===== config.mk =====
export PLATFORM = sky130hd
export DESIGN_NAME = s2trie_ctrl
export DESIGN_NICKNAME = d
export VERILOG_FILES = /design/src/rtl/s2trie_pkg.sv /design/src/rtl/s2trie_ctrl.sv
export SDC_FILE = /design/constraint.sdc
export NUM_CORES = 1
export LEC_CHECK = 0
export ABC_AREA = 1
export BUFFER_PORTS_ARGS = -buffer_cell sky130_fd_sc_hd__buf_2
export CORE_MARGIN = 1
export CORE_UTILIZATION = 30
export DETAILED_ROUTE_END_ITERATION = 8
export SLEW_MARGIN = 5
export SYNTH_ARGS = -nofsm -noshare
export SYNTH_HDL_FRONTEND = slang
export SYNTH_SLANG_ARGS = --single-unit

===== constraint.sdc =====
create_clock -name clk -period 1.34 [get_ports clk]
set_input_delay 0.067 -clock clk [delete_from_list [all_inputs] [get_ports clk]]
set_output_delay 0.067 -clock clk [all_outputs]
set_load 0.02 [all_outputs]

===== src/rtl/s2trie_pkg.sv =====
// shared constants, word types and controller/datapath interface structs
package s2trie_pkg;

  localparam int NODE_COUNT  = 4096;
  localparam int HOP_WIDTH   = 16;
  localparam int KEY_WIDTH   = 32;

  localparam int KEY_FIELD_W = 32;
  localparam int HOP_FIELD_W = 16;
  localparam int LEN_W       = 6;

  localparam int IDX_W     = $clog2(NODE_COUNT);
  localparam int CNT_W     = $clog2(NODE_COUNT + 1);
  localparam int LEVELS    = (KEY_WIDTH + 1) / 2;
  localparam int LVL_W     = $clog2(LEVELS + 1);
  localparam int DIG_W     = $clog2(LEVELS);
  localparam int KEY_PAD_W = 2 * LEVELS;
  localparam int NEED_W    = $clog2(LEVELS + 3);

  typedef struct packed {
    logic                   func;
    logic [KEY_FIELD_W-1:0] key_bits;
    logic [LEN_W-1:0]       prefix_len;
    logic [HOP_FIELD_W-1:0] hop_in;
  } s2trie_in_t;

  typedef struct packed {
    logic                   found;
    logic [HOP_FIELD_W-1:0] hop_out;
    logic                   pool_full;
  } s2trie_out_t;

  typedef struct packed {
    logic [3:0][IDX_W-1:0] link;
    logic                  valid;
    logic                  native;
    logic [HOP_WIDTH-1:0]  hop;
  } s2trie_node_t;

  typedef struct packed {
    logic clr;
    logic capture;
    logic start;
    logic walk;
    logic check;
    logic build;
    logic exp_par;
    logic ch_start;
    logic ch_upd;
    logic finish;
  } s2trie_cmd_t;

  typedef struct packed {
    logic lookup;
    logic walk_done;
    logic pool_ok;
    logic at_full;
    logic odd;
    logic ch_new;
    logic k_last;
    logic out_free;
  } s2trie_status_t;

  // two key bits selecting the child at a given trie level
  function automatic logic [1:0] digit_at(input logic [KEY_PAD_W-1:0] key_pad,
                                          input logic [DIG_W-1:0] level);
    logic [1:0] d;
    d = 2'b00;
    for (int i = 0; i < LEVELS; i++) begin
      if (level == DIG_W'(i)) begin
        d = key_pad[KEY_PAD_W-1-2*i -: 2];
      end
    end
    return d;
  endfunction

endpackage


===== src/rtl/s2trie_ctrl.sv =====
// sequencing state machine for lookup and insert
module s2trie_ctrl (
  input  logic                       clk,
  input  logic                       rst_n,
  input  logic                       in_valid,
  output logic                       in_stall,
  output s2trie_pkg::s2trie_cmd_t    cmd,
  input  s2trie_pkg::s2trie_status_t status
);
  import s2trie_pkg::*;

  typedef enum logic [9:0] {
    S_CLR     = 10'b00_0000_0001,
    S_IDLE    = 10'b00_0000_0010,
    S_START   = 10'b00_0000_0100,
    S_WALK    = 10'b00_0000_1000,
    S_CHECK   = 10'b00_0001_0000,
    S_BUILD   = 10'b00_0010_0000,
    S_EXPAR   = 10'b00_0100_0000,
    S_CHSTART = 10'b00_1000_0000,
    S_CHUPD   = 10'b01_0000_0000,
    S_DONE    = 10'b10_0000_0000
  } state_t;

  state_t state_r, state_nxt;

  always_ff @(posedge clk) begin
    if (!rst_n) begin
      state_r <= S_CLR;
    end else begin
      state_r <= state_nxt;
    end
  end

  always_comb begin
    state_nxt = state_r;
    cmd       = '0;
    unique case (state_r)
      S_CLR: begin
        cmd.clr   = 1'b1;
        state_nxt = S_IDLE;
      end
      S_IDLE: begin
        if (in_valid) begin
          cmd.capture = 1'b1;
          state_nxt   = S_START;
        end
      end
      S_START: begin
        cmd.start = 1'b1;
        state_nxt = S_WALK;
      end
      S_WALK: begin
        cmd.walk = 1'b1;
        if (status.walk_done) begin
          state_nxt = status.lookup ? S_DONE : S_CHECK;
        end
      end
      S_CHECK: begin
        cmd.check = 1'b1;
        state_nxt = status.pool_ok ? S_BUILD : S_DONE;
      end
      S_BUILD: begin
        cmd.build = 1'b1;
        if (status.at_full) begin
          state_nxt = status.odd ? S_EXPAR : S_DONE;
        end
      end
      S_EXPAR: begin
        cmd.exp_par = 1'b1;
        state_nxt   = S_CHSTART;
      end
      S_CHSTART: begin
        cmd.ch_start = 1'b1;
        if (!status.ch_new) begin
          state_nxt = S_CHUPD;
        end else if (status.k_last) begin
          state_nxt = S_DONE;
        end
      end
      S_CHUPD: begin
        cmd.ch_upd = 1'b1;
        state_nxt  = status.k_last ? S_DONE : S_CHSTART;
      end
      S_DONE: begin
        if (status.out_free) begin
          cmd.finish = 1'b1;
          state_nxt  = S_IDLE;
        end
      end
      default: begin
        state_nxt = S_CLR;
      end
    endcase
  end

  assign in_stall = (state_r != S_IDLE);

endmodule


==> results.py <==
metrics = {
    "outcome": {
        "outcome": "finished, violations left",
        "violations": "setup timing",
    },
    "cells_and_area": {
        "drive_gt1_frac": 0.500,
        "utilization": 0.475,
        "seq_area_um2": 209,
        "final_area_mm2": 0.00118,
        "top_regs": "state_r (10)",
        "largest_reg_flops": 10,
        "diodes": 0,
        "synthToLayoutAreaGrowth_pct": 50.6,
        "fillCellCount": 256,
        "multi_input_area_um2": 523,
        "largest_register": "state_r",
        "nets": 175,
    },
    "power": {
        "ir_drop_uv": 524,
        "power.leakage_nw": 0.677,
        "powerDensity_mw_per_mm2": 848,
    },
    "worst_setup_path": {
        "crit_required_ns": 1.27,
        "cp-end-kind": "primary output",
        "setup.worst_path.start_class": "flop",
        "critPathArrivalTime_ns": 1.42,
        "cp_max_fo": 3,
        "r2r_start": "state_r[9]$_SDFFE_PN0P_",
        "cp-startpoint": "state_r[9]$_SDFFE_PN0P_",
        "crit_type": "flop to primary output",
    },
    "timing": {
        "period_minus_slack_ns": 1.49,
        "hold_violations": 0,
        "fin_ws_ns": -0.150,
        "final.period_utilization": 1.11,
        "max_slew_margin": 0.808,
        "skew_ns": 0.00530,
        "rsz0062_at_grt": "true",
        "worst_pin_slew_ns": 0.288,
        "finalSetupViolCount": 14,
        "drv_slew": 0,
        "max_freq_ghz": 0.671,
    },
    "floorplanning": {
        "ios": 22,
        "rows": 18,
        "die_h_um": 53.0,
        "die_area_mm2": 0.00281,
        "chipWidth_um": 53.0,
        "initial_core_util": 0.315,
        "coreArea_mm2": 0.00248,
    },
    "global_routing": {
        "grt_pass1_vias": 792,
        "grt_pass1_wl_um": 3270,
        "antenna_found_initial": 0,
        "grt.total_usage": 0.165,
        "grt_overflow": 0,
        "grt_max_degree": 7,
    },
    "synth": {
        "synth_seq_cells": 10,
        "syn_area_per_cell_um2": 6.25,
        "netlist_area_um2": 781,
        "ys_types": 19,
        "yosysSeqAreaShare": 0.256,
        "syn_nets": 136,
        "yosysWarnings": 0,
        "netlist_instances": 125,
    },
    "drt": {
        "ant_nets": 0,
        "drcViolationCount": 0,
        "post_drt_wl_per_cell_um": 10.1,
        "dr.pass1.iters": 4,
        "drt_iter0_drc": 18,
        "vias": 819,
        "wl_um": 1950,
        "via_per_inst": 4.27,
    },
    "place": {
        "gp_congestion": 0.827,
        "dpl.hpwl_um": 1500,
        "io_buffers": 21,
        "placed_cell_area_um2": 976,
    },
    "clock_tree": {
        "cts_max_path_buffers": 2,
        "root_buffer": "clkbuf_4",
        "cts_buffers": 3,
        "h-tree-depth": 1,
        "cts_tree": "yes",
        "path_clk_slew_ns": 0.07,
        "worstSkewPairLatency_ns": 0.27,
        "clock_sink_count": 10,
    },
    "min_path": {
        "hp-start": "rst_n",
        "hold_path.class": "input port to flop",
    },
    "flow_run": {
        "drv_cap": 0,
    },
}
## cells in the mapped netlist, drive strengths merged
cell type / n / area, µm²
o21ai: 3 / 15.0
nor2: 26 / 165
nand3: 8 / 50.1
nand4: 1 / 6.26
nand3b: 2 / 15.0
inv: 33 / 124
nand2: 35 / 149
dfxtp: 10 / 200
nor3: 4 / 41.3
a21oi: 3 / 15.0
## cells in the final DEF, fill, tap and decap left out, drive strengths merged
cell          n
nor3          4
o21ai         3
nor2         26
nand3b        2
dlygate4sd3   1
nand2        35
a21oi         3
nand4         1
buf          33
clkbuf        3
nand3         8
inv          33
dfxtp        10
## per-layer routing
layer  share of wire  GRT usage  vias up
li1                -          -      442
met1            0.47      0.195      345
met2            0.46      0.268       28
met3           0.054     0.0661        4
met4           0.011     0.0570        0
met5               0          0        -
## layout make-up
cell class,count,share of cell area
clock buffers,3,0.0191
inverters,33,0.105
well taps,30,0.0319
repair buffers,34,0.221
flip-flops and latches,10,0.178
multi-input cells,82,0.445
## power by group
group / total (mW) / internal, mW / leakage, nW / switching, mW
Clock: 0.219 / 0.104 / 0.0138 / 0.115
Sequential: 0.333 / 0.314 / 0.0848 / 0.0193
Combinational: 0.445 / 0.217 / 0.578 / 0.228
Total: 0.998 / 0.635 / 0.677 / 0.363
## path summary, 6_finish.rpt
path / end / slack [ns] / depth (start not counted)
worst max register to register: state_r[9]$_SDFFE_PN0P_ / -0.14 / 10
worst min register to register: state_r[3]$_SDFFE_PN0P_ / 0.62 / 3
worst min-delay path: state_r[0]$_SDFFE_PN1P_ / 0.02 / 2
worst max-delay path: cmd[8] / -0.15 / 7
## stage by stage
step                setup TNS (ns)  cells  hold WS [ns]  power [mW]  setup WS, ns
global placement           -0.0892    183         0.248       0.642       -0.0346
CTS                         -0.930    192        0.0151       0.986        -0.132
finish                       -1.23    192        0.0154       0.998        -0.150
global route                 -2.60    192       0.00306        1.06        -0.213
detailed placement         -0.0741    183         0.256       0.645       -0.0353
floorplan                        0    125         0.136       0.547        0.0444
## worst max-delay path: stages, from the launching register on
cell and delay (ns):
dfxtp_2 0.34, nor2_4 0.16, nand2_4 0.10, nor2_4 0.15, nand2_2 0.08, buf_6 0.13, nor2_4 0.07, buf_6 0.12
## cell families (layout without fill, tap and decap cells)
group,after synthesis,count (layout),share of synthesized area
simple gates,76,76,0.546
buf+inv,33,70,0.159
compound gates,6,6,0.0385
flops,10,10,0.256
## timing repair
item / 4_1_cts / 5_1_grt
pin swaps: 9 / 6
setup endpoints to repair: 15 / 17
resized for setup: 34 / 10
hold buffers: 1 / 0
buffers inserted: 5 / 0
hold endpoints to repair: 1 / 0
Note: power is estimated with default switching activity, not from simulation.
